**src/hrpr_pkg.sv**
```systemverilog
// ----------------------------------------------------------------------------
// hrpr_pkg
// Types, codes and helpers shared by the hourly report push scheduler.
// ----------------------------------------------------------------------------
package hrpr_pkg;

    localparam int HOURS_PER_DAY = 24;
    localparam int HOUR_W        = 5;
    localparam int TICK_W        = 16;
    localparam int RETRY_W       = 3;
    localparam int CFG_IDX_W     = 3;
    localparam int CFG_DATA_W    = 16;

    localparam logic [HOUR_W-1:0]  HOUR_LIMIT = HOUR_W'(HOURS_PER_DAY);
    localparam logic [TICK_W-1:0]  TICK_MAX   = {TICK_W{1'b1}};

    localparam logic [15:0] PERIOD_BASE_RST = 16'd48;
    localparam logic [3:0]  PERIOD_SPREAD_RST = 4'd0;
    localparam logic [7:0]  TIME_TIMEOUT_RST = 8'd4;
    localparam logic [7:0]  ACK_TIMEOUT_BASE_RST = 8'd8;
    localparam logic [1:0]  ACK_SPREAD_RST = 2'd0;
    localparam logic [2:0]  RETRY_LIMIT_RST = 3'd3;

    typedef enum logic [CFG_IDX_W-1:0] {
        CFG_PERIOD_BASE      = 3'd0,
        CFG_PERIOD_SPREAD    = 3'd1,
        CFG_TIME_TIMEOUT     = 3'd2,
        CFG_ACK_TIMEOUT_BASE = 3'd3,
        CFG_ACK_SPREAD       = 3'd4,
        CFG_RETRY_LIMIT      = 3'd5
    } cfg_index_t;

    typedef enum logic [1:0] {
        ACT_NONE     = 2'd0,
        ACT_TIME_REQ = 2'd1,
        ACT_HOUR_REQ = 2'd2
    } action_t;

    typedef enum logic [1:0] {
        PHASE_CODE_IDLE      = 2'd0,
        PHASE_CODE_WAIT_TIME = 2'd1,
        PHASE_CODE_WAIT_ACK  = 2'd2
    } phase_code_t;

    typedef enum logic [2:0] {
        PH_IDLE      = 3'b001,
        PH_WAIT_TIME = 3'b010,
        PH_WAIT_ACK  = 3'b100
    } phase_t;

    typedef struct packed {
        logic [15:0] period_base;
        logic [3:0]  period_spread;
        logic [7:0]  time_timeout;
        logic [7:0]  ack_timeout_base;
        logic [1:0]  ack_spread;
        logic [2:0]  retry_limit;
    } cfg_t;

    typedef struct packed {
        logic              ack_seen;
        logic              hour_valid;
        logic [HOUR_W-1:0] reply_hour;
    } item_t;

    typedef struct packed {
        logic [1:0]        action;
        logic [HOUR_W-1:0] req_hour;
        logic              clear_ack;
        logic              clear_hour;
        logic [1:0]        phase_out;
    } result_t;

    typedef struct packed {
        phase_t                   phase;
        logic [TICK_W-1:0]        tick_count;
        logic [RETRY_W-1:0]       retry_count;
        logic [HOUR_W-1:0]        current_hour;
        logic                     current_hour_valid;
        logic [HOUR_W-1:0]        sending_hour;
        logic                     sending_valid;
        logic [HOURS_PER_DAY-1:0] hour_acked;
    } state_t;

    function automatic logic [HOURS_PER_DAY-1:0] below_mask(input logic [HOUR_W-1:0] lim);
        logic [HOURS_PER_DAY-1:0] m;
        for (int i = 0; i < HOURS_PER_DAY; i++)
        begin
            m[i] = (int'(lim) > i);
        end
        return m;
    endfunction

    function automatic logic [HOUR_W-1:0] lowest_set(input logic [HOURS_PER_DAY-1:0] v);
        logic [HOUR_W-1:0] idx;
        idx = '0;
        for (int i = HOURS_PER_DAY - 1; i >= 0; i--)
        begin
            if (v[i])
            begin
                idx = HOUR_W'(i);
            end
        end
        return idx;
    endfunction

    function automatic logic [TICK_W-1:0] tick_sat(input logic [TICK_W-1:0] t);
        return (t == TICK_MAX) ? t : t + TICK_W'(1);
    endfunction

endpackage

```
**src/hrpr_cfg.sv**
```systemverilog
// ----------------------------------------------------------------------------
// hrpr_cfg
// Configuration register file; writes to unknown indexes are dropped.
// ----------------------------------------------------------------------------
module hrpr_cfg
(
    input  logic                               clk,
    input  logic                               rst_n,
    input  logic                               cfg_valid,
    input  logic [hrpr_pkg::CFG_IDX_W-1:0]     cfg_index,
    input  logic [hrpr_pkg::CFG_DATA_W-1:0]    cfg_data,
    output hrpr_pkg::cfg_t                     cfg
);

    hrpr_pkg::cfg_t cfg_reg;
    hrpr_pkg::cfg_t cfg_next;

    always_comb
    begin
        cfg_next = cfg_reg;
        if (cfg_valid)
        begin
            unique case (hrpr_pkg::cfg_index_t'(cfg_index))
                hrpr_pkg::CFG_PERIOD_BASE:      cfg_next.period_base      = cfg_data;
                hrpr_pkg::CFG_PERIOD_SPREAD:    cfg_next.period_spread    = cfg_data[3:0];
                hrpr_pkg::CFG_TIME_TIMEOUT:     cfg_next.time_timeout     = cfg_data[7:0];
                hrpr_pkg::CFG_ACK_TIMEOUT_BASE: cfg_next.ack_timeout_base = cfg_data[7:0];
                hrpr_pkg::CFG_ACK_SPREAD:       cfg_next.ack_spread       = cfg_data[1:0];
                hrpr_pkg::CFG_RETRY_LIMIT:      cfg_next.retry_limit      = cfg_data[2:0];
                default:                        cfg_next = cfg_reg;
            endcase
        end
    end

    always_ff @(posedge clk or negedge rst_n)
    begin
        if (!rst_n)
        begin
            cfg_reg.period_base      <= hrpr_pkg::PERIOD_BASE_RST;
            cfg_reg.period_spread    <= hrpr_pkg::PERIOD_SPREAD_RST;
            cfg_reg.time_timeout     <= hrpr_pkg::TIME_TIMEOUT_RST;
            cfg_reg.ack_timeout_base <= hrpr_pkg::ACK_TIMEOUT_BASE_RST;
            cfg_reg.ack_spread       <= hrpr_pkg::ACK_SPREAD_RST;
            cfg_reg.retry_limit      <= hrpr_pkg::RETRY_LIMIT_RST;
        end
        else
        begin
            cfg_reg <= cfg_next;
        end
    end

    assign cfg = cfg_reg;

endmodule

```
**src/hrpr_step.sv**
```systemverilog
// ----------------------------------------------------------------------------
// hrpr_step
// Next-state and result logic for one tick of the report scheduler.
// ----------------------------------------------------------------------------
module hrpr_step
(
    input  hrpr_pkg::state_t  state,
    input  hrpr_pkg::item_t   item,
    input  hrpr_pkg::cfg_t    cfg,
    output hrpr_pkg::state_t  state_next,
    output hrpr_pkg::result_t result
);

    logic [hrpr_pkg::TICK_W-1:0]        tick_inc;
    logic [hrpr_pkg::RETRY_W-1:0]       retry_inc;
    logic [hrpr_pkg::HOURS_PER_DAY-1:0] acked_set;
    logic [hrpr_pkg::HOURS_PER_DAY-1:0] pending;
    logic [hrpr_pkg::HOUR_W-1:0]        lim;
    logic [hrpr_pkg::HOUR_W-1:0]        backfill_hour;
    logic [16:0]                        period_lim;
    logic [8:0]                         ack_lim;
    logic                               reply_ok;
    logic [1:0]                         action;
    logic                               clr_ack;
    logic                               clr_hour;

    always_comb
    begin
        tick_inc  = hrpr_pkg::tick_sat(state.tick_count);
        retry_inc = state.retry_count + hrpr_pkg::RETRY_W'(1);
        acked_set = state.hour_acked;
        acked_set[state.sending_hour] = 1'b1;
        lim       = state.current_hour_valid ? state.current_hour : '0;
        pending   = ~acked_set & hrpr_pkg::below_mask(lim);
        backfill_hour = hrpr_pkg::lowest_set(pending);
        period_lim = 17'(cfg.period_base) + 17'(cfg.period_spread);
        ack_lim    = 9'(cfg.ack_timeout_base) + 9'(cfg.ack_spread);
        reply_ok   = item.hour_valid && (item.reply_hour < hrpr_pkg::HOUR_LIMIT);

        state_next = state;
        action     = hrpr_pkg::ACT_NONE;
        clr_ack    = 1'b0;
        clr_hour   = 1'b0;

        if (item.ack_seen && state.sending_valid)
        begin
            state_next.phase       = hrpr_pkg::PH_IDLE;
            state_next.tick_count  = '0;
            state_next.retry_count = '0;
            clr_ack  = 1'b1;
            clr_hour = 1'b1;
            if (state.current_hour_valid && state.current_hour == '0)
            begin
                state_next.hour_acked = hrpr_pkg::HOURS_PER_DAY'(1);
            end
            else
            begin
                state_next.hour_acked = acked_set;
                if (|pending)
                begin
                    state_next.phase        = hrpr_pkg::PH_WAIT_ACK;
                    state_next.sending_hour = backfill_hour;
                    action = hrpr_pkg::ACT_HOUR_REQ;
                end
            end
        end
        else
        begin
            unique case (state.phase)
                hrpr_pkg::PH_WAIT_TIME:
                begin
                    if (reply_ok)
                    begin
                        state_next.tick_count  = '0;
                        state_next.retry_count = '0;
                        if (state.current_hour_valid && item.reply_hour == state.current_hour)
                        begin
                            state_next.phase = hrpr_pkg::PH_IDLE;
                            clr_ack  = 1'b1;
                            clr_hour = 1'b1;
                        end
                        else
                        begin
                            state_next.current_hour       = item.reply_hour;
                            state_next.current_hour_valid = 1'b1;
                            state_next.phase              = hrpr_pkg::PH_WAIT_ACK;
                            state_next.sending_hour       = item.reply_hour;
                            state_next.sending_valid      = 1'b1;
                            clr_ack = 1'b1;
                            action  = hrpr_pkg::ACT_HOUR_REQ;
                            if (item.reply_hour == '0)
                            begin
                                state_next.hour_acked = '0;
                                clr_hour = 1'b1;
                            end
                        end
                    end
                    else
                    begin
                        state_next.tick_count = tick_inc;
                        if (tick_inc > hrpr_pkg::TICK_W'(cfg.time_timeout))
                        begin
                            state_next.tick_count = '0;
                            if (retry_inc < cfg.retry_limit)
                            begin
                                state_next.retry_count = retry_inc;
                                clr_hour = 1'b1;
                                action   = hrpr_pkg::ACT_TIME_REQ;
                            end
                            else
                            begin
                                state_next.retry_count = '0;
                                state_next.phase       = hrpr_pkg::PH_IDLE;
                                clr_ack  = 1'b1;
                                clr_hour = 1'b1;
                            end
                        end
                    end
                end
                hrpr_pkg::PH_WAIT_ACK:
                begin
                    state_next.tick_count = tick_inc;
                    if (tick_inc > hrpr_pkg::TICK_W'(ack_lim))
                    begin
                        state_next.tick_count = '0;
                        if (retry_inc < cfg.retry_limit)
                        begin
                            state_next.retry_count   = retry_inc;
                            state_next.sending_valid = 1'b1;
                            clr_ack = 1'b1;
                            action  = hrpr_pkg::ACT_HOUR_REQ;
                        end
                        else
                        begin
                            state_next.retry_count = '0;
                            state_next.phase       = hrpr_pkg::PH_IDLE;
                            clr_ack  = 1'b1;
                            clr_hour = 1'b1;
                        end
                    end
                end
                default:
                begin
                    state_next.phase      = hrpr_pkg::PH_IDLE;
                    state_next.tick_count = tick_inc;
                    if (17'(tick_inc) > period_lim)
                    begin
                        state_next.tick_count  = '0;
                        state_next.retry_count = '0;
                        state_next.phase       = hrpr_pkg::PH_WAIT_TIME;
                        action = hrpr_pkg::ACT_TIME_REQ;
                    end
                end
            endcase
        end

        result.action     = action;
        result.req_hour   = (action == hrpr_pkg::ACT_HOUR_REQ) ? state_next.sending_hour : '0;
        result.clear_ack  = clr_ack;
        result.clear_hour = clr_hour;
        unique case (state_next.phase)
            hrpr_pkg::PH_WAIT_TIME: result.phase_out = hrpr_pkg::PHASE_CODE_WAIT_TIME;
            hrpr_pkg::PH_WAIT_ACK:  result.phase_out = hrpr_pkg::PHASE_CODE_WAIT_ACK;
            default:                result.phase_out = hrpr_pkg::PHASE_CODE_IDLE;
        endcase
    end

endmodule

```
**src/hourly_report_push_retry_fsm.sv**
```systemverilog
// ----------------------------------------------------------------------------
// hourly_report_push_retry_fsm
// Hourly report push scheduler with retries, acknowledge bitmap and backfill.
// Each tick passes the input register, then the result register. Throughput:
// one tick per cycle while results are taken, set by the input to result step;
// a waiting result lets one more tick in, then holds the input.
// Reset: asynchronous, clears phase to idle, counters, valid flags and the
// acknowledge bitmap; configuration returns to its default values.
// ----------------------------------------------------------------------------
module hourly_report_push_retry_fsm
(
    input  logic                               clk,
    input  logic                               rst_n,
    input  logic                               in_valid,
    output logic                               in_ready,
    input  logic                               ack_seen,
    input  logic                               hour_valid,
    input  logic [hrpr_pkg::HOUR_W-1:0]        reply_hour,
    output logic                               out_valid,
    input  logic                               out_ready,
    output logic [1:0]                         action,
    output logic [hrpr_pkg::HOUR_W-1:0]        req_hour,
    output logic                               clear_ack,
    output logic                               clear_hour,
    output logic [1:0]                         phase_out,
    input  logic                               cfg_valid,
    output logic                               cfg_ready,
    input  logic [hrpr_pkg::CFG_IDX_W-1:0]     cfg_index,
    input  logic [hrpr_pkg::CFG_DATA_W-1:0]    cfg_data
);

    hrpr_pkg::cfg_t    cfg;
    hrpr_pkg::item_t   item_reg;
    hrpr_pkg::item_t   item_next;
    logic              item_valid_reg;
    logic              item_valid_next;
    hrpr_pkg::state_t  state_reg;
    hrpr_pkg::state_t  state_next;
    hrpr_pkg::state_t  state_calc;
    hrpr_pkg::result_t result_calc;
    hrpr_pkg::result_t result_reg;
    hrpr_pkg::result_t result_next;
    logic              out_valid_reg;
    logic              out_valid_next;
    logic              advance;
    logic              in_fire;

    assign cfg_ready = 1'b1;

    hrpr_cfg u_cfg
    (
        .clk       (clk),
        .rst_n     (rst_n),
        .cfg_valid (cfg_valid),
        .cfg_index (cfg_index),
        .cfg_data  (cfg_data),
        .cfg       (cfg)
    );

    hrpr_step u_step
    (
        .state      (state_reg),
        .item       (item_reg),
        .cfg        (cfg),
        .state_next (state_calc),
        .result     (result_calc)
    );

    assign advance  = item_valid_reg && (!out_valid_reg || out_ready);
    assign in_ready = !item_valid_reg || advance;
    assign in_fire  = in_valid && in_ready;

    always_comb
    begin
        item_next       = item_reg;
        item_valid_next = item_valid_reg;
        if (advance)
        begin
            item_valid_next = 1'b0;
        end
        if (in_fire)
        begin
            item_next.ack_seen   = ack_seen;
            item_next.hour_valid = hour_valid;
            item_next.reply_hour = reply_hour;
            item_valid_next      = 1'b1;
        end

        state_next     = advance ? state_calc : state_reg;
        result_next    = advance ? result_calc : result_reg;
        out_valid_next = advance ? 1'b1 : (out_valid_reg && !out_ready);
    end

    always_ff @(posedge clk or negedge rst_n)
    begin
        if (!rst_n)
        begin
            item_valid_reg                 <= 1'b0;
            out_valid_reg                  <= 1'b0;
            state_reg.phase                <= hrpr_pkg::PH_IDLE;
            state_reg.tick_count           <= '0;
            state_reg.retry_count          <= '0;
            state_reg.current_hour         <= '0;
            state_reg.current_hour_valid   <= 1'b0;
            state_reg.sending_hour         <= '0;
            state_reg.sending_valid        <= 1'b0;
            state_reg.hour_acked           <= '0;
        end
        else
        begin
            item_valid_reg <= item_valid_next;
            out_valid_reg  <= out_valid_next;
            state_reg      <= state_next;
        end
    end

    always_ff @(posedge clk)
    begin
        item_reg   <= item_next;
        result_reg <= result_next;
    end

    assign out_valid  = out_valid_reg;
    assign action     = result_reg.action;
    assign req_hour   = result_reg.req_hour;
    assign clear_ack  = result_reg.clear_ack;
    assign clear_hour = result_reg.clear_hour;
    assign phase_out  = result_reg.phase_out;

endmodule

```
**config.mk**
```make
export PLATFORM = sky130hd
export DESIGN_NAME = hourly_report_push_retry_fsm
export DESIGN_NICKNAME = d
export VERILOG_FILES = /design/src/hrpr_pkg.sv /design/src/hrpr_cfg.sv /design/src/hrpr_step.sv /design/src/hourly_report_push_retry_fsm.sv
export SDC_FILE = /design/constraint.sdc
export NUM_CORES = 1
export LEC_CHECK = 0
export BUFFER_PORTS_ARGS = -buffer_cell sky130_fd_sc_hd__buf_4
export CORE_MARGIN = 2
export CORE_UTILIZATION = 45
export DETAILED_ROUTE_END_ITERATION = 10
export PLACE_DENSITY = 0.62
export SETUP_SLACK_MARGIN = 0.5
export SLEW_MARGIN = 15
export SYNTH_ARGS = -nofsm -noshare
export SYNTH_HDL_FRONTEND = slang
export SYNTH_SLANG_ARGS = --single-unit
```
**constraint.sdc**
```tcl
create_clock -name clk -period 12.54 [get_ports clk]
set_clock_uncertainty 0.2 [all_clocks]
set_input_delay 0.627 -clock clk [delete_from_list [all_inputs] [get_ports clk]]
set_output_delay 0.627 -clock clk [all_outputs]
set_load 0.005 [all_outputs]
```
# After elaboration in Yosys (flattened, before gate mapping)
# Index checks and enable logic that the tools add are counted.
# totals
ff_bits	119
latch_bits	0
ram_bits	0
mem_bits_ro	0
inputBits	31
out_inout_bits	14
elab_cells	194
memories	0
# classes
addsub	4
mul	0
n_div	0
order_cmp	31
eq_ne	19
shifts	0
mux	78
bitwise_logic	5
n_reduce_logical	33
# ops
op	count
$mux W5	29
$mux W24	4
$mux W22	4
$mux W30	2
$pmux W22 S2	1
$gt A5 B4 Y1 const B	8
$gt A5 B5 Y1 const B	8
$and A24 B24 Y24	1
$not A24 Y24	1
$or A24 B24 Y24	1
$reduce_or A24 Y1	1
$mux W21	1
$gt A5 B3 Y1 const B	4
$add A16 B4 Y17	1
$gt A16 B17 Y1	1
$mux W1	17
$add A16 B1 Y16 const B	1
$eq A16 B16 Y1 const B	1
$gt A16 B8 Y1	1
$gt A16 B9 Y1	1
$mux W16	1
$mux W2	8
$mux W3	5
$eq A3 B2 Y1 const B	4
31 further kinds	64

# Depth between registers and ports, before layout
# Gate-level depths: netlist (run 1).
# depth
word_depth	34
depth_mapped	18
mapped_depth_nobuf	17

# Hierarchy
# Synthesis (run 1) repeated with hierarchy kept, for this count alone.
# unflattened
cells_unflattened	829
hier_area_um2	8310.5
# modules_own_cells
mod	instances	cells_each	area_each_um2	seq_area_each_um2
hrpr_step	1	588	3883.7	0.0
hourly_report_push_retry_fsm	1	151	2839.0	2043.2
hrpr_cfg	1	90	1587.8	1033.5

# Least setup slack after synthesis (run 1)
# Ideal clock, no wire load.
# synth_timing
path_type	register to register
from	register state_reg[40] in the netlist's numbering
to	register state_reg[49] in the netlist's numbering
setup_ps	72
t_arrival_ps	4020
required_ps	12268
slack_ps	8248
stages_incl_launch_ff	18
n_path_buf	2
period_less_slack_ps	4292
cell_sequence	dfrtp_1 ha_1 nand4_1 or2_2 or2b_1 clkbuf_1 nand2_1 nor2_1 xor2_1 ha_1 a211oi_1 nor2_1 o41ai_1 a31oi_1 a221oi_4 buf_6 a21oi_1 nor2_1
# synth_via
elab_chain_len	7
word_cells_on_any_way	12
classes_between	add/sub: 1; order compare: 3; eq/ne: 1; mux: 7
# synth_lines
item	line	source
start: declaration	hourly_report_push_retry_fsm.sv:37	hrpr_pkg::state_t state_reg;
start signal: assignment	hourly_report_push_retry_fsm.sv:113	state_reg <= state_next;
$add A16 B1 Y16 or $eq A16 B16 Y1 (tied branches)	hrpr_pkg.sv:108	return (t == TICK_MAX) ? t : t + TICK_W'(1);
$mux W16 (*)	hrpr_pkg.sv:108	
$gt A16 B8 Y1	hrpr_step.sv:101	if (tick_inc > hrpr_pkg::TICK_W'(cfg.time_timeout))
$mux W22	hrpr_step.sv:101	
$mux W22	hrpr_step.sv:72	if (reply_ok)
$pmux W22 S2 (*)	hrpr_step.sv:69	unique case (state.phase)
$mux W22 (*)	hrpr_step.sv:45	if (item.ack_seen && state.sending_valid)
# Every way passes the cells marked *; elsewhere a longest branch is shown, timed or not. The select of a mux whose other input is x is not followed.
# A chain may end at the register's enable or synchronous reset.

# Final worst setup path (run 1)
# layout_timing
from	register state_reg[39] in the netlist's numbering
to	register state_reg[42] in the netlist's numbering
# Same word-level chain as after synthesis.

==> Flow_metrics.wiki, run 1 <==
{| class="wikitable"
! Metric !! Value
|-
| Internal reg-to-reg setup slack || 7.30 ns
|-
| Max-Slew Margin vs Limit || 0.244
|-
| Port Buffer Count || 43
|-
| Wire length reported by the detailed router || 19,600 um
|-
| Fraction of synthesized cell area taken by the top area cell type || 0.302
|-
| Critical Path Start Type || register
|-
| Nets@finish || 948
|-
| Post-synthesis average cell area || 9.25 um2
|-
| CTS tree || yes
|-
| Worst Setup Path Type || reg -> reg
|-
| Detailed-routing iteration count for the pre-antenna-repair pass || 8
|-
| Per-cell routed wire length || 17.7 um
|-
| CTS Sinks || 119
|-
| Depth of the worst register-to-register path || 15
|-
| Area used by sequential logic in the layout || 3080 um2
|-
| P&R area growth vs syn || 14.1%
|-
| DIE AREA || 18,400 um2
|-
| Global-route wire length before repair || 32,600 um
|-
| Relative contribution of the clock network to total power || 0.313
|-
| Cell count after synthesis || 841
|-
| Area of the multi-input gates || 4460 um2
|-
| Max reg flops || 58
|-
| Most common cell in the synthesized netlist || dfrtp_1
|-
| Final-report hold violation count || 0
|-
| Clock latency at the later pin of the worst-skew pair || 0.42 ns
|-
| Fmax || 191 MHz
|-
| Count of yosys warnings during synthesis || 0
|-
| Fraction of the yosys area taken by sequential cells || 0.396
|-
| Number of pins exceeding their max-slew limit in the final report || 0
|-
| Maximum Capacitance Violations || 0
|-
| Vias in the first global route || 6,210
|-
| Most used flip-flop cell after synthesis || dfrtp_1
|-
| Clock root cell || clkbuf_16
|-
| Maximum root-to-sink buffer count || 2
|-
| Via Count || 6,514
|-
| Data required time at the worst endpoint || 12.68 ns
|-
| Post-route minimum period || 5.24 ns
|-
| Core area || 17,100 um2
|-
| Setup repair bufs after CTS || 0
|-
| DR DRC count || 0
|-
| Flip-flop and latch count after synthesis || 119
|-
| Synth area leaders || dfrtp_1, edfxtp_1, ha_1, mux2_2, a21oi_1
|-
| Max Fanout on Critical Path || 17
|-
| Leakage power || 3.80 nW
|-
| Design area || 8870 um2
|-
| Detailed-route vias per instance || 5.87
|-
| Number of synthesized flops with an enable pin || 18
|-
| DRT iter0 DRCs || 568
|-
| Final weighted congestion in routability-driven placement || 0.880
|-
| Period utilization || 0.418
|-
| I/O pins || 45
|-
| Number of antenna cells inserted || 0
|-
| Instance area after placement || 8270 um2
|-
| Ranking of synthesized cells by instance count || dfrtp_1, nand2_1, nor2_1, a21oi_1
|-
| Finish-stage setup viols || 0
|-
| Number of standard cells in the final layout excluding fillers || 1,110
|-
| Overall fraction of global-route tracks in use || 0.227
|-
| CTS Buf Count || 17
|-
| Switching power as a share of total power || 0.372
|-
| Cell total after placement || 1,078
|-
| Reg2Reg Capture Point || state_reg[42]
|-
| Share of final-layout standard cells stronger than drive strength 1 || 0.167
|-
| Depth of the CTS H-tree || 4
|-
| Classification of the worst-slack hold path || in -> async
|-
| DP HPWL || 14,300 um
|-
| Hold-fix buffer count after cts || 0
|-
| Number of filler cells placed in the layout || 1,603
|-
| Pin count of the biggest net entering global routing || 53
|-
| Reg2Reg Launch Point || state_reg[39]
|-
| Post-synthesis instance area || 7780 um2
|-
| Run status || finished clean
|-
| Post-synthesis cell type with the largest combined area || dfrtp_1
|-
| Die extent in y || 135 um
|-
| Num rows || 48
|-
| Combinational fraction of design power || 0.320
|-
| Number of library cell types mapped by synthesis || 78
|-
| RSZ-0062 raised after global routing || no
|-
| Remaining number of nets flagged by the antenna check after routing || 0
|-
| Slew @ Worst Pin || 1.11 ns
|-
| FFs w/ async S/R, synth || 0.849
|-
| Arrival time at the worst endpoint || 5.38 ns
|-
| Post-route setup TNS || 0 ns
|-
| Antenna violations before repair || 0
|-
| Power density normalized to cell area || 176 nW/um2
|-
| Overflow left after global routing || 0
|-
| Clock slew seen by the registers of the worst setup and hold paths || 0.06 ns
|-
| Post-Syn Nets || 917
|-
| Count of cells resized by post-cts repair || 0
|-
| Width of the die || 135 um
|-
| Internal Pwr Total || 0.000981 W
|-
| Setup crit end kind || register
|-
| Sw power || 0.000580 W
|-
| Maximum vdd ir drop || 100 uV
|-
| Starting density of the core || 0.454
|-
| Share of total power in sequential cells || 0.368
|-
| Total Power || 0.00156 W
|}
final cells by class:
cell class | count | share of cell area
Sequential cell | 119 | 0.347
Clock inverter | 11 | 0.0126
Clock buffer | 21 | 0.0554
Timing Repair Buffer | 49 | 0.0415
Inverter | 23 | 0.00973
Multi-Input combinational cell | 662 | 0.502
Tap cell | 225 | 0.0317
worst max-delay path, cell delays in order, from the launching register on:
cell      delay [ns]
dfrtp_1         0.50
ha_1            0.32
nand4_1         0.23
or2_2           0.40
or2b_1          0.35
nand2_1         0.18
nor2_1          0.07
xor2_1          0.29
ha_1            0.30
a211oi_1        0.20
nor2_1          0.07
o41ai_1         0.64
a31oi_1         0.31
a221oi_4        0.71
a31oi_1         0.19
a31oi_1         0.18
cell families after synthesis:
family | share of synthesized area
simple gates | 0.204
compound gates | 0.193
flops | 0.396
buf+inv | 0.0325
fa+ha+maj | 0.0743
mux | 0.0606
xor+xnor | 0.0394
other cells | 0.000482
worst max path at each step:
stage                    endpoint  slack, ns     startpoint
floorplan           state_reg[49]       8.25  state_reg[40]
global placement    state_reg[42]       7.59  state_reg[39]
detailed placement  state_reg[42]       7.40  state_reg[39]
CTS                 state_reg[42]       7.37  state_reg[39]
global route        state_reg[42]       6.95  state_reg[39]
finish              state_reg[42]       7.30  state_reg[39]
per-layer routing:
metal / global-route usage / wire length (um) / up-vias
met2: 0.318 / 8050 / 185
met3: 0.0374 / 1150 / 19
met1: 0.360 / 10200 / 3156
met4: 0.0619 / 245 / 0
met5: 0 / 0 / -
li1: - / - / 3154
layout by cell type (no fill, tap or decap), types with 12 or more instances in the layout:
cell | synthesis | layout
inv_1 | 23 | 23
edfxtp_1 | 18 | 18
a22o_1 | 12 | 12
nor3_1 | 31 | 30
ha_1 | 43 | 43
a21oi_1 | 69 | 69
nand2b_1 | 17 | 17
nand2_1 | 89 | 89
a31oi_1 | 12 | 12
xnor2_1 | 22 | 22
nor2_1 | 71 | 70
dfrtp_1 | 94 | 94
buf_4 | 1 | 49
o21ai_0 | 43 | 43
nand3_1 | 24 | 24
clkbuf_16 | 0 | 18
mux2_2 | 41 | 41
nand4_1 | 16 | 16
xor2_1 | 13 | 13
per-stage QoR:
| stage | hold WS, ns | util | worst slack (ns) |
|---|---|---|---|
| finish | 0.0479 | 0.518 | 7.30 |
| global route | 0.102 | 0.518 | 6.95 |
| CTS | 0.0595 | 0.518 | 7.37 |
| detailed placement | 0.279 | 0.483 | 7.40 |
| global placement | 0.266 | 0.483 | 7.59 |
| floorplan | 0.131 | - | 8.25 |
power groups by stage:
stage | clock [W] | sequential (W) | combinational [W]
after global routing | 0.000512 | 0.000586 | 0.000567
final | 0.000488 | 0.000574 | 0.000499
after floorplan | 0 | 0.000517 | 0.000403
after detailed placement | 0 | 0.000577 | 0.000492
after global placement | 0 | 0.000574 | 0.000485
after CTS | 0.000498 | 0.000571 | 0.000497
(Power assumes the default switching activity.)
==> run 2, diff against run 1 <==
--- a/config.mk
+++ b/config.mk
@@ -9,7 +9,7 @@
 export CORE_MARGIN = 2
 export CORE_UTILIZATION = 45
 export DETAILED_ROUTE_END_ITERATION = 10
-export PLACE_DENSITY = 0.62
+export PLACE_DENSITY = 0.64
 export SETUP_SLACK_MARGIN = 0.5
 export SLEW_MARGIN = 15
 export SYNTH_ARGS = -nofsm -noshare
==> constraint.sdc (replaced) <==
create_clock -name clk -period 4.3 [get_ports clk]
set_clock_uncertainty 0.2 [all_clocks]
set_input_delay 0.215 -clock clk [delete_from_list [all_inputs] [get_ports clk]]
set_output_delay 0.215 -clock clk [all_outputs]
set_load 0.005 [all_outputs]
==> Flow_metrics.wiki, run 2 (same netlist as run 1, synthesis figures left out) <==
{| class="wikitable"
! Metric !! Value
|-
| Width of the die || 135 um (unchanged)
|-
| Area used by sequential logic in the layout || 3080 um2 (+0.20%)
|-
| Starting density of the core || 0.454 (unchanged)
|-
| Post-route minimum period || 3.90 ns (-1.34 ns)
|-
| Slowest CP cell || fa_2
|-
| M3 GR Usage || 0.0441 (+0.00673)
|-
| P&R area growth vs syn || 24.5%
|-
| Cell occurring most often along the worst timing path || a31oi_1
|-
| Min-Delay Path Depth || 3
|-
| Per-cell routed wire length || 17.9 um (+1.5%)
|-
| Period utilization || 0.907 (+0.489)
|-
| Number of filler cells placed in the layout || 1,538 (-4.1%)
|-
| Core area || 17,100 um2 (unchanged)
|-
| Antenna violations before repair || 0 (unchanged)
|-
| Detailed-route vias per instance || 5.85 (-0.28%)
|-
| Die extent in y || 135 um (unchanged)
|-
| CTS tree || yes
|-
| Arrival time at the worst endpoint || 4.04 ns (-1.34 ns)
|-
| Most used cells in the layout excluding fill and tap cells || buf_4, dfrtp_1, nand2_1, nor2_1, a21oi_1
|-
| Worst hold slack after final layout || 0.0247 ns (-0.0232 ns)
|-
| Depth of the worst register-to-register path || 16 (+1)
|-
| Critical path, cell by cell || buf_4, fa_2, a21oi_4, o21ai_2, nand2b_1, nor2_1, xnor2_1, ha_1, a211oi_2, o21ai_1, a2111o_1, o221a_4, a221oi_4, buf_6, a31oi_1, a31oi_1
|-
| Data required time at the worst endpoint || 4.44 ns (-8.24 ns)
|-
| Design area || 9680 um2 (+9.2%)
|-
| Port Buffer Count || 43 (unchanged)
|-
| Run status || finished clean
|-
| Fmax || 256 MHz (+34%)
|-
| Classification of the worst-slack hold path || in -> reg
|-
| Vias in the first global route || 6,551 (+5.5%)
|-
| Leading cell type in the layout, fill and taps excluded || buf_4
|-
| Pin count of the biggest net entering global routing || 72 (+36%)
|-
| Area of the multi-input gates || 4640 um2 (+4.2%)
|-
| Depth of the CTS H-tree || 4 (unchanged)
|-
| Delay-heaviest family, CP || compound AO/OA/AOI/OAI gates
|-
| Depth of the critical timing path with buffers and inverters included || 16 (+1)
|-
| Overflow left after global routing || 0 (unchanged)
|-
| Maximum root-to-sink buffer count || 2 (unchanged)
|-
| Maximum vdd ir drop || 334 uV (+230%)
|-
| Worst slack at placement || 0.0890 ns (-7.31 ns)
|-
| Via Count || 6,917 (+6.2%)
|-
| Overall fraction of global-route tracks in use || 0.241 (+0.0135)
|-
| Leakage power || 4.16 nW (+9.4%)
|-
| Detailed-routing iteration count for the pre-antenna-repair pass || 5 (-3)
|-
| DP HPWL || 14,800 um (+3.7%)
|-
| Worst path setup slack after routing || 0.399 ns (-6.90 ns)
|-
| Worst Setup Path Type || reg -> reg
|-
| Core utilization of the finished layout || 0.566 (+0.0474)
|-
| Met1 demand-to-capacity share in global routing || 0.369 (+0.00955)
|-
| Finish-stage setup viols || 0 (unchanged)
|-
| Final-report hold violation count || 0 (unchanged)
|-
| Power density normalized to cell area || 500 nW/um2 (+180%)
|-
| Max-Slew Margin vs Limit || 0.380 (+0.136)
|-
| Critical Path Start Type || register
|-
| DR DRC count || 0 (unchanged)
|-
| Maximum Capacitance Violations || 0 (unchanged)
|-
| Max Fanout on Critical Path || 8 (-9)
|-
| Met2 capacity usage during global routing || 0.347 (+0.0296)
|-
| Num rows || 48 (unchanged)
|-
| Worst path max stage delay || 0.42 ns (-0.29 ns)
|-
| Slew @ Worst Pin || 0.930 ns (-0.176 ns)
|-
| DRT iter0 DRCs || 644 (+13%)
|-
| Max reg flops || 58 (unchanged)
|-
| I/O pins || 45 (unchanged)
|-
| Nets@finish || 1,020 (+7.6%)
|-
| CTS Sinks || 119 (unchanged)
|-
| Number of buffers and inverters on the critical path || 2 (+2)
|-
| Most used routing layer || met1
|-
| Wire length reported by the detailed router || 21,200 um (+8.0%)
|-
| Share of final-layout standard cells stronger than drive strength 1 || 0.236 (+0.0689)
|-
| Clock latency at the later pin of the worst-skew pair || 0.42 ns (about the same)
|-
| Final weighted congestion in routability-driven placement || 0.903 (+2.5%)
|-
| Instance area after placement || 8550 um2 (+3.4%)
|-
| RSZ-0062 raised after global routing || yes
|-
| Global-route wire length before repair || 34,700 um (+6.3%)
|-
| Number of antenna cells inserted || 0 (unchanged)
|-
| Remaining number of nets flagged by the antenna check after routing || 0 (unchanged)
|-
| DIE AREA || 18,400 um2 (unchanged)
|-
| Setup crit end kind || register
|-
| CTS Buf Count || 17 (unchanged)
|-
| Clock root cell || clkbuf_16
|-
| Clock slew seen by the registers of the worst setup and hold paths || 0.06 ns (about the same)
|-
| Number of pins exceeding their max-slew limit in the final report || 0 (unchanged)
|-
| Post-route setup TNS || 0 ns (unchanged)
|}
[run 2: cell count changes in the layout (fill, tap and decap cells not counted), moves of 4 or more]
cell           delta
dfrtp_1           -5
buf_4            +43
dlygate4sd3_1    +27
nor3_2            +4
o21ai_0           -4
nor3_1            -4
dfrtp_2           +5
[run 2: tightest hold or removal path, cell delays in order]
cell     delay (ns)
buf_4          0.11
nor3b_1        0.07
mux2_2         0.22
[run 2: worst paths after layout]
kind,start,endpoint,slack [ns]
max,u_cfg.cfg[22],state_reg[42],0.40
min,cfg_index[1],u_cfg.cfg[4],0.02
max reg2reg,u_cfg.cfg[22],state_reg[42],0.40
min reg2reg,state_reg[24],state_reg[24],0.29
max in group asynchronous,rst_n,u_cfg.cfg[30],2.67
min in group asynchronous,rst_n,u_cfg.cfg[28],0.26
[run 2: what timing repair did]
| item | CTS | global route |
|---|---|---|
| gates cloned | 1 | 0 |
| resized for setup | 21 | 11 |
| buffers inserted | 12 | 4 |
| pin swaps | 22 | 7 |
| endpoints found under the setup margin | 30 | 30 |
| hold buffers | 27 | 0 |
| hold endpoints to repair | 115 | 0 |
[run 2: power by group]
part / switching [W] / internal (W)
clock: 0.000566 / 0.000891
combinational: 0.000995 / 0.000780
sequential: 0.000239 / 0.00137
[run 2: layout make-up]
| type | instances | area share |
|---|---|---|
| inverter | 23 | 0.00892 |
| timing repair buffer | 121 | 0.102 |
| multi-input combinational | 662 | 0.480 |
| tap | 225 | 0.0291 |
| sequential | 119 | 0.318 |
| clock inverter | 13 | 0.0149 |
| clock buffer | 19 | 0.0468 |
[run 2: per-stage QoR]
stage / power (W) / std cells
after floorplan: 0.00271 / 841
after global routing: 0.00513 / 1182
after detailed placement: 0.00324 / 1106
after global placement: 0.00322 / 1106
after CTS: 0.00479 / 1178
final: 0.00484 / 1182
[run 2: metal layers]
metal	vias up	part of all wire
li1	3308	-
met1	3339	0.50
met2	258	0.43
met3	12	0.066
met4	0	0.0083
met5	-	0
